[src/design/ptenc_pkg.sv]
`timescale 1ns / 1ps
// ----------------------------------------------------------------------------
// ptenc_pkg
// Shared types, widths and RSC lookahead functions for the turbo encoder.
// ----------------------------------------------------------------------------
package ptenc_pkg;

  localparam int ROW_W    = 32;  // info_row port width
  localparam int WORD_W   = 64;  // coded_word port width
  localparam int ROWNUM_W = 5;   // row_number port width

  typedef enum logic [0:0] {
    ST_LOAD,
    ST_EMIT
  } state_t;

  // controller -> datapath
  typedef struct packed {
    logic load;  // take in_info_row, run first encoder
    logic emit;  // build one coded word, run second encoder over a column
  } cmd_t;

  // datapath -> controller
  typedef struct packed {
    logic at_last;   // row counter sits on the final row of the block
    logic out_free;  // output register can take a word this cycle
  } status_t;

  // Taps of the impulse response of 1/(1+D+D^2): period 1,1,0.
  function automatic logic [ROW_W-1:0] rsc_mask(input int t);
    logic [ROW_W-1:0] m;
    m = '0;
    for (int i = 0; i < ROW_W; i++) begin
      if ((i <= t) && (((t - i) % 3) != 2)) begin
        m[i] = 1'b1;
      end
    end
    return m;
  endfunction

  // Feedback node sequence a[t] of the RSC over a vector of input bits.
  // st[0] is the newest delay element, st[1] the older one.
  function automatic logic [ROW_W-1:0] rsc_seq(input logic [1:0] st,
                                               input logic [ROW_W-1:0] bits);
    logic [ROW_W-1:0] a;
    logic             g;
    a = '0;
    for (int t = 0; t < ROW_W; t++) begin
      case (t % 3)
        0:       g = st[0] ^ st[1];
        1:       g = st[1];
        default: g = st[0];
      endcase
      a[t] = g ^ (^(bits & rsc_mask(t)));
    end
    return a;
  endfunction

  // Parity = a[t] xor a[t-2], with the start state standing in for t < 2.
  function automatic logic [ROW_W-1:0] rsc_par(input logic [1:0] st,
                                               input logic [ROW_W-1:0] a);
    logic [ROW_W-1:0] p;
    p[0] = a[0] ^ st[1];
    p[1] = a[1] ^ st[0];
    for (int t = 2; t < ROW_W; t++) begin
      p[t] = a[t] ^ a[t-2];
    end
    return p;
  endfunction

endpackage

[src/design/ptenc_ctrl.sv]
`timescale 1ns / 1ps
// ----------------------------------------------------------------------------
// ptenc_ctrl
// Block sequencer: loads rows, then emits the coded words of the block.
// ----------------------------------------------------------------------------
module ptenc_ctrl (
  input  logic                clk,
  input  logic                rst_n,
  input  logic                in_valid,
  output logic                in_ready,
  input  ptenc_pkg::status_t  status,
  output ptenc_pkg::cmd_t     cmd
);
  import ptenc_pkg::*;

  state_t state_r;
  state_t state_nxt;

  always_ff @(posedge clk) begin
    if (!rst_n) begin
      state_r <= ST_LOAD;
    end else begin
      state_r <= state_nxt;
    end
  end

  always_comb begin
    state_nxt = state_r;
    unique case (state_r)
      ST_LOAD: begin
        if (in_valid && status.at_last) begin
          state_nxt = ST_EMIT;
        end
      end
      ST_EMIT: begin
        if (status.out_free && status.at_last) begin
          state_nxt = ST_LOAD;
        end
      end
      default: state_nxt = ST_LOAD;
    endcase
  end

  always_comb begin
    in_ready = 1'b0;
    cmd      = '0;
    unique case (state_r)
      ST_LOAD: begin
        in_ready = 1'b1;
        cmd.load = in_valid;
      end
      ST_EMIT: begin
        cmd.emit = status.out_free;
      end
      default: begin
        in_ready = 1'b0;
        cmd      = '0;
      end
    endcase
  end

endmodule

[src/design/ptenc_dpath.sv]
`timescale 1ns / 1ps
// ----------------------------------------------------------------------------
// ptenc_dpath
// Row stores, both RSC encoders, row counter and the output register.
// ----------------------------------------------------------------------------
module ptenc_dpath #(
  parameter int SIDE = 32
) (
  input  logic                                clk,
  input  logic                                rst_n,
  input  ptenc_pkg::cmd_t                     cmd,
  output ptenc_pkg::status_t                  status,
  input  logic [ptenc_pkg::ROW_W-1:0]         in_info_row,
  output logic                                out_valid,
  input  logic                                out_ready,
  output logic [ptenc_pkg::WORD_W-1:0]        out_coded_word,
  output logic [ptenc_pkg::ROWNUM_W-1:0]      out_row_number,
  output logic                                out_last
);
  import ptenc_pkg::*;

  localparam int   IDX_W    = (SIDE > 1) ? $clog2(SIDE) : 1;
  localparam logic SIDE_ODD = ((SIDE % 2) == 1);

  logic [SIDE-1:0]     info_mem [SIDE];
  logic [SIDE-1:0]     par_mem  [SIDE];

  logic [IDX_W-1:0]    idx_r;
  logic [IDX_W-1:0]    idx_nxt;
  logic [1:0]          enc1_r;
  logic [1:0]          enc1_nxt;
  logic [1:0]          enc2_r;
  logic [1:0]          enc2_nxt;
  logic                out_valid_r;
  logic [WORD_W-1:0]   out_word_r;
  logic [ROWNUM_W-1:0] out_row_r;
  logic                out_last_r;

  logic                at_last;
  logic [ROW_W-1:0]    a1;
  logic [ROW_W-1:0]    p1;
  logic [SIDE-1:0]     col;
  logic [ROW_W-1:0]    a2;
  logic [ROW_W-1:0]    p2;
  logic [SIDE-1:0]     info_sel;
  logic [SIDE-1:0]     par_sel;
  logic                row_odd;
  logic [WORD_W-1:0]   word;

  assign at_last         = (idx_r == IDX_W'(SIDE - 1));
  assign status.at_last  = at_last;
  assign status.out_free = !out_valid_r || out_ready;

  assign idx_nxt = at_last ? '0 : idx_r + 1'b1;

  // first encoder, one whole row per cycle while rows are loaded
  assign a1       = rsc_seq(enc1_r, ROW_W'(in_info_row[SIDE-1:0]));
  assign p1       = rsc_par(enc1_r, a1);
  assign enc1_nxt = at_last ? 2'b00 : {a1[SIDE-2], a1[SIDE-1]};

  // second encoder, one column (interleaved order) per cycle while the output is free
  always_comb begin
    for (int i = 0; i < SIDE; i++) begin
      col[i] = info_mem[i][idx_r];
    end
  end

  assign a2       = rsc_seq(enc2_r, ROW_W'(col));
  assign p2       = rsc_par(enc2_r, a2);
  assign enc2_nxt = at_last ? 2'b00 : {a2[SIDE-2], a2[SIDE-1]};

  // puncturing: even bits carry info, odd bits alternate parity1/parity2
  // on the parity of the flat info index row*SIDE + j
  assign info_sel = info_mem[idx_r];
  assign par_sel  = par_mem[idx_r];
  assign row_odd  = idx_r[0] & SIDE_ODD;

  always_comb begin
    word = '0;
    for (int j = 0; j < SIDE; j++) begin
      word[2*j] = info_sel[j];
      if (row_odd ^ ((j % 2) == 1)) begin
        word[2*j+1] = p2[j];
      end else begin
        word[2*j+1] = par_sel[j];
      end
    end
  end

  always_ff @(posedge clk) begin
    if (cmd.load) begin
      info_mem[idx_r] <= in_info_row[SIDE-1:0];
      par_mem[idx_r]  <= p1[SIDE-1:0];
    end
    if (cmd.emit) begin
      out_word_r <= word;
      out_row_r  <= ROWNUM_W'(idx_r);
      out_last_r <= at_last;
    end
  end

  always_ff @(posedge clk) begin
    if (!rst_n) begin
      idx_r       <= '0;
      enc1_r      <= 2'b00;
      enc2_r      <= 2'b00;
      out_valid_r <= 1'b0;
    end else begin
      if (cmd.load || cmd.emit) begin
        idx_r <= idx_nxt;
      end
      if (cmd.load) begin
        enc1_r <= enc1_nxt;
      end
      if (cmd.emit) begin
        enc2_r      <= enc2_nxt;
        out_valid_r <= 1'b1;
      end else if (out_ready) begin
        out_valid_r <= 1'b0;
      end
    end
  end

  assign out_valid      = out_valid_r;
  assign out_coded_word = out_word_r;
  assign out_row_number = out_row_r;
  assign out_last       = out_last_r;

endmodule

[src/design/punctured_turbo_encoder.sv]
`timescale 1ns / 1ps
// ----------------------------------------------------------------------------
// punctured_turbo_encoder
// Rate 1/2 punctured turbo encoder, two RSC (1+D+D^2 feedback) encoders
// around a SIDE x SIDE row/column block interleaver.
// ----------------------------------------------------------------------------
//
//   channel  direction  handshake              payload
//   in_      input      in_valid / in_ready    in_info_row (32b)
//   out_     output     out_valid / out_ready  out_coded_word (64b),
//                                              out_row_number (5b), out_last
//
// Flow: one row transaction per cycle while a block loads, then one coded
//   word per cycle while out_ready allows; a block of SIDE rows is loaded
//   whole before any word is emitted. Both encoders use a one-row
//   lookahead so each row or column is encoded in one step.
// Reset: rst_n synchronous, active low; clears the sequencer, row counter,
//   encoder states and output valid. Row stores need no clearing.
// Stalls: out_ready low holds the output register and pauses emission; the
//   next block can start loading while the last word still waits.
// ----------------------------------------------------------------------------
module punctured_turbo_encoder #(
  parameter int SIDE = 32
) (
  input  logic                               clk,
  input  logic                               rst_n,
  input  logic                               in_valid,
  output logic                               in_ready,
  input  logic [ptenc_pkg::ROW_W-1:0]        in_info_row,
  output logic                               out_valid,
  input  logic                               out_ready,
  output logic [ptenc_pkg::WORD_W-1:0]       out_coded_word,
  output logic [ptenc_pkg::ROWNUM_W-1:0]     out_row_number,
  output logic                               out_last
);
  import ptenc_pkg::*;

  cmd_t    cmd;
  status_t status;

  // Sequencer: LOAD accepts rows, EMIT drains the block word by word.
  ptenc_ctrl u_ctrl (
    .clk      (clk),
    .rst_n    (rst_n),
    .in_valid (in_valid),
    .in_ready (in_ready),
    .status   (status),
    .cmd      (cmd)
  );

  // Stores, encoders, puncturing and output register.
  ptenc_dpath #(
    .SIDE (SIDE)
  ) u_dpath (
    .clk            (clk),
    .rst_n          (rst_n),
    .cmd            (cmd),
    .status         (status),
    .in_info_row    (in_info_row),
    .out_valid      (out_valid),
    .out_ready      (out_ready),
    .out_coded_word (out_coded_word),
    .out_row_number (out_row_number),
    .out_last       (out_last)
  );

  // last flag marks exactly the final row of the block
  a_last_row : assert property (@(posedge clk) disable iff (!rst_n)
    out_valid |-> (out_last == (out_row_number == ROWNUM_W'(SIDE - 1))))
    else $error("out_last does not match row number");

  // final row transaction of a block closes the input
  a_load_to_emit : assert property (@(posedge clk) disable iff (!rst_n)
    (in_valid && in_ready && status.at_last) |=> !in_ready)
    else $error("input still open after last row");

  // final coded word reopens the input
  a_emit_to_load : assert property (@(posedge clk) disable iff (!rst_n)
    (cmd.emit && status.at_last) |=> (in_ready && out_valid && out_last))
    else $error("block end did not return to loading");

endmodule
[config.mk]
export PLATFORM = sky130hd
export DESIGN_NAME = punctured_turbo_encoder
export DESIGN_NICKNAME = d
export VERILOG_FILES = /design/src/design/ptenc_pkg.sv /design/src/design/ptenc_ctrl.sv /design/src/design/ptenc_dpath.sv /design/src/design/punctured_turbo_encoder.sv
export SDC_FILE = /design/constraint.sdc
export NUM_CORES = 2
export LEC_CHECK = 0
export BUFFER_PORTS_ARGS = -buffer_cell sky130_fd_sc_hd__buf_2
export CAP_MARGIN = 20
export CORE_MARGIN = 2
export CORE_UTILIZATION = 50
export DETAILED_ROUTE_END_ITERATION = 12
export PLACE_DENSITY_LB_ADDON = 0.08
export SLEW_MARGIN = 20
export SYNTH_ARGS = -nofsm -noshare
export SYNTH_HDL_FRONTEND = slang
export SYNTH_SLANG_ARGS = --single-unit
[constraint.sdc]
create_clock -name clk -period 4.9 [get_ports clk]
set_input_delay 0.49 -clock clk [delete_from_list [all_inputs] [get_ports clk]]
set_output_delay 0.49 -clock clk [all_outputs]
set_load 0.005 [all_outputs]
# ---- Yosys cells after proc, flatten, opt, wreduce, memory -nomap -nowiden
# Memories as Yosys holds them, arrays and structs flattened. A register that Yosys moved wholly into a read port is not among the register bits.
# Index checks and enable logic that the tools add are counted.
dict set report totals {
  register_bits 81
  latch_bits 0
  ram_bits 2048
  rom_bits 0
  inputBits 36
  output_inout_bits 72
  word_cells 245
  mem_count 2
}
# memory depth word_bits rd rd_ports_with_merged_regs write_ports line
set memory_table {}
lappend memory_table {u_dpath.info_mem 32 32 33 1 1 ptenc_dpath.sv:25} ;# logic [SIDE-1:0] info_mem [SIDE];
lappend memory_table {u_dpath.par_mem 32 32 1 1 1 ptenc_dpath.sv:26} ;# logic [SIDE-1:0] par_mem [SIDE];
dict set report classes {
  add_sub_neg 1
  mul 0
  div 0
  magnitude_cmp 1
  eq_ne 1
  shifts 0
  muxes 77
  bitwise_logic 100
  n_reduce_logical 55
}
# operator count
set ops {}
lappend ops {{$reduce_xor 32->1} 49}
lappend ops {{$bmux 1 s5} 32}
lappend ops {{$xor 1x1->1} 99}
lappend ops {{$mux 1} 41}
lappend ops {{$lt 5x6->1 const B} 1}
lappend ops {{$add 5x1->5 const B} 1}
lappend ops {{$eq 5x5->1 const B} 1}
lappend ops {{$mux 5} 1}
lappend ops {{$mux 2} 2}
lappend ops {{$logic_and 1x1->1} 2}
lappend ops {{$logic_or 1x1->1} 2}
lappend ops {{$pmux 1 s2} 1}
lappend ops {{$reduce_bool 2->1} 1}
lappend ops {{$logic_not 1->1} 1}
lappend ops {{$not 1->1} 1}

# ---- Longest topological paths before layout
# An unclocked memory read counts as a cell.
dict set report depth {
  ltp_word 6
  ltp_mapped 18
  depth_no_buf 10
}

# ---- By module
# Synthesis repeated with hierarchy kept, for this count alone.
dict set report hier_totals {
  cells_unflattened 3358
  area_unflattened_um2 70679.0
}
# mod instances cells_per_inst area_per_inst_um2 seq_area_each_um2
set modules_own_cells {}
lappend modules_own_cells {ptenc_dpath 1 3351 70620.2 48426.4}
lappend modules_own_cells {ptenc_ctrl 1 7 58.8 20.0}

# ---- Worst setup path after synthesis
# Ideal clock, no wire load.
dict set report synth_timing {
  path_type {register -> register}
  from {register u_dpath.idx_r[2]}
  to {memory u_dpath.info_mem[20][0], enable pin}
  setup_time_ns 0.454
  t_arrival_ns 4.839
  t_required_ns 4.446
  slack_ns -0.393
  path_stages_with_launch 11
  path_buffers 8
  cell_sequence {dfxtp_1 buf_2 buf_4 buf_2 buf_2 buf_1 buf_2 buf_1 clkbuf_1 nand2_1 nor2_1}
}
# item line
set synth_rtl {}
lappend synth_rtl {{start, declared} ptenc_dpath.sv:28} ;# logic [IDX_W-1:0] idx_r;
lappend synth_rtl {{start signal, assigned} ptenc_dpath.sv:110} ;# idx_r <= idx_nxt;
lappend synth_rtl {{end, declared} ptenc_dpath.sv:25}
# No word-level cell before the write port.

# ---- Final worst setup path
dict set report layout_timing {
  from {register u_dpath.idx_r[1]}
  to {register u_dpath.out_word_r[59], in the netlist u_dpath.out_coded_word[59], data pin}
}
dict set report layout_between {
  elab_chain_cells 5
}
# item line
set layout_lines {}
lappend layout_lines {{$bmux 1 s5} ptenc_dpath.sv:64} ;# col[i] = info_mem[i][idx_r];
lappend layout_lines {{$mux 1 (not written as such)} ptenc_dpath.sv:64}
lappend layout_lines {{$reduce_xor 32->1} ptenc_pkg.sv:54} ;# a[t] = g ^ (^(bits & rsc_mask(t)));
lappend layout_lines {{$xor 1x1->1} ptenc_pkg.sv:54}
lappend layout_lines {{$xor 1x1->1 *} ptenc_pkg.sv:66} ;# p[t] = a[t] ^ a[t-2];
lappend layout_lines {{via u_dpath.p2[29]} ptenc_dpath.sv:44} ;# logic [ROW_W-1:0] p2;
lappend layout_lines {{end signal, assigned} ptenc_dpath.sv:96} ;# out_word_r <= word;
lappend layout_lines {{end, declared} ptenc_dpath.sv:35} ;# logic [WORD_W-1:0] out_word_r;
# The timed path passes the listed nets; every way through them passes the cells marked *. The select of a mux whose other input is x is not followed.
# A chain may end at the register's enable or synchronous reset.

==> metrics.txt <==
Initial Util=0.502; die area=145000 sq um; die height=380 um; Post-synth ARST share=0; top_reg_cell synth=edfxtp_1; Peak VDD IR=0.616 mV; H-tree depth=4; grt total ovfl=0; PortBufs=107; Post-Route WL=between 200 and 250 mm; drt pass-1 iters=5; Mapped Area=70800 sq um; Worst slew margin=0.257; DR vias=between 30000 and 40000; initial antenna violation count=12; FF/Latch Area=a little under 50000 sq um; register-to-register setup slack=430 ps; DR iter-0 viols=5615; Skew-Pair Late Insertion Delay=820 ps; global-route wire length before repair=around 320 mm; vias in the first global route=38700; Final Cycle Share=0.913; DRC viols=0; outcome=completed; Critical Path Source Type=flop; wire per inst=between 40 and 50 um; Fin Hold WS=75.0 ps; EDFF count, synth=roughly 1600; CTS root buffer=clkbuf_16; post-CTS setup repair buffer count=0; synth-to-layout area growth=13.7%; CTS tree=done; Hold WC Path Type=in -> reg; Seq cells post-synth=1617; post-CTS sizing=0; critical path arrival=slightly above 5000 ps; Final WS setup=427 ps; Worst Tran Pin Value=1110 ps; total chip power=38800 uW; Num CTS Buffers=168; critical-path cell list=buf_12, buf_4, mux4_1, mux2i_1, o211ai_1, a21oi_1, xnor3_1, xnor3_2, xnor2_4, xnor2_2, xor2_1; post-cts hold buffer count=0; Synth warnings=0; top cell type's share of synthesized area=0.681; worst-path cell with the longest stage delay=dfxtp_4; Sink Count=1617; IO Pins=about 110; area occupied by multi-input gates=21300 sq um; Rows=138; largest area contributor in the netlist=edfxtp_1; CP Capture Type=flop; Setup Viol. Count Final=0; vias per cell=6.85; core area=141000 sq um; Fillers=10400; sequential share of the synthesized area=0.684; max-cap viol count=0; Die Wd=380 um; Clock Skew=28.4 ps; PD cells=approximately 480 nW/um^2; share of layout cells above drive strength 1=0.361; Tot GR Track Use=0.323; Clock Pin Slew Worst Setup and Hold Paths=70 ps; CP Class=reg -> reg; fin crit period=between 4000 and 5000 ps; Syn Nets=3358; maximum clock rate=224 MHz; Synth Area per Inst=21.3 sq um; final net count=roughly 3700; largest net degree at the start of global routing=approximately 110; Antenna Nets Post-Route=0; pre-CTS setup slack=496 ps; top cells by area, synth=edfxtp_1, mux4_2, mux2i_1; DPL Wire Length=159 mm; Syn Inst Count=3317; Leak Pwr=0.0246 uW; number of library cell types mapped by synthesis=79; RSZ-0062 raised after global routing=false; routability congestion estimate=0.993; Slew Limit Fails=0; CTS Buffer Depth=3; final count of hold timing violations=0; WP data required=around 5500 ps; Critical Path Fanout Max=26; crit-path max cell delay=570 ps
[critical path: cells and delay by family, from the launching register on]
family	cells	cell delay, ps
xor+xnor	5	1590
mux	2	980
buf+inv	2	660
flops	1	570
compound gates	2	410
[placed cells by master (no fill, tap or decap), types with 11 or more instances in the layout]
cell type and count:
nand4_1 14, nand2_1 39, edfxtp_1 1606, bufinv_16 15
buf_4 226, o22ai_1 51, nor2b_1 15, xor2_1 27
o211ai_1 15, nor2_4 32, xnor2_2 13, o21ai_0 21
buf_2 107, clkinv_1 27, mux4_2 603, mux4_1 20
mux2i_1 163, clkbuf_1 36, mux2_2 26, clkinv_2 31
xor2_2 11, xnor2_1 86, nor2_1 32, buf_12 30
a22oi_1 99, or2_2 20, a21oi_1 24, clkbuf_16 170
[logic make-up after synthesis]
kind of cell | count (synthesis) | synth area share
simple gates | 215 | 0.0159
buf+inv | 231 | 0.0206
flops | 1617 | 0.684
compound gates | 285 | 0.0293
xor+xnor | 150 | 0.0221
mux | 814 | 0.227
fa+ha+maj | 5 | 0.000883
[report_power, final]
part           internal, uW  total (uW)  switching, uW
registers             18200       18300           81.5
clock network          7290       12700           5450
logic                  2580        7740           5160
total                 28100       38800          10700
[stage by stage]
stage / setup TNS (ps) / utilization / cell area [sq um] / std cells
5_1_grt: 0 / 0.571 / 80500 / 5659
3_5_place_dp: 0 / 0.532 / 75000 / 5346
3_3_place_gp: 0 / 0.532 / 75000 / 5346
6_report: 0 / 0.571 / 80500 / 5665
2_1_floorplan: -150880 / - / 70800 / 3317
4_1_cts: 0 / 0.571 / 80500 / 5658
[path summary, 6_finish.rpt]
path / end / from / cells after the start
max: u_dpath.out_coded_word[59] / u_dpath.idx_r[1] / 11
min: u_dpath.info_mem[7][26] / in_info_row[26] / 1
max reg2reg: u_dpath.out_coded_word[59] / u_dpath.idx_r[1] / 11
min reg2reg: u_dpath.enc1_r[1] / u_dpath.enc1_r[1] / 2
[synth_stat cells (all sizes together) (5+ instances only)]
cell type     n
xor2         40
o22a          5
o22ai        51
a211oi        9
edfxtp     1606
and3          8
a21oi        26
nor2b        15
o21ai        21
or2          20
mux4        624
ha            5
dfxtp        11
xnor2       102
o2111ai       9
nor2         64
nor3          6
inv           6
o221ai       10
nand2b       12
a221oi        8
a22oi        99
a22o          8
buf         180
nand2        42
and2          8
o211ai       15
nand4        15
nor3b         5
mux2         26
clkbuf       44
mux2i       164
xnor3         8
[final cells by class]
| cell class | count | area share |
|---|---|---|
| diodes | 6 | 0.000186 |
| clock buffers | 211 | 0.0554 |
| clock inverters | 101 | 0.0128 |
| inverters | 7 | 0.000357 |
| multi-input cells | 1469 | 0.265 |
| flip-flops and latches | 1617 | 0.602 |
| well taps | 1890 | 0.0294 |
| repair buffers | 364 | 0.0355 |
[routing by layer]
metal  GRT usage  routed length (um)  share of wire
met1       0.427               87100           0.37
met2       0.521              113000           0.49
met3      0.0646               20200          0.087
met4       0.150               12500          0.053
met5           0                  60        0.00026
[sequential cells by signal, summed over array words and instances (netlist names)]
name / count
u_dpath.idx_r: 5
u_dpath.out_valid: 1
u_dpath.out_last: 1
u_dpath.out_row_number: 5
u_ctrl.state_r: 1
u_dpath.enc2_r: 2
u_dpath.info_mem: 1024
u_dpath.par_mem: 512
u_dpath.enc1_r: 2
u_dpath.out_coded_word: 64
(Power assumes the default switching activity.)
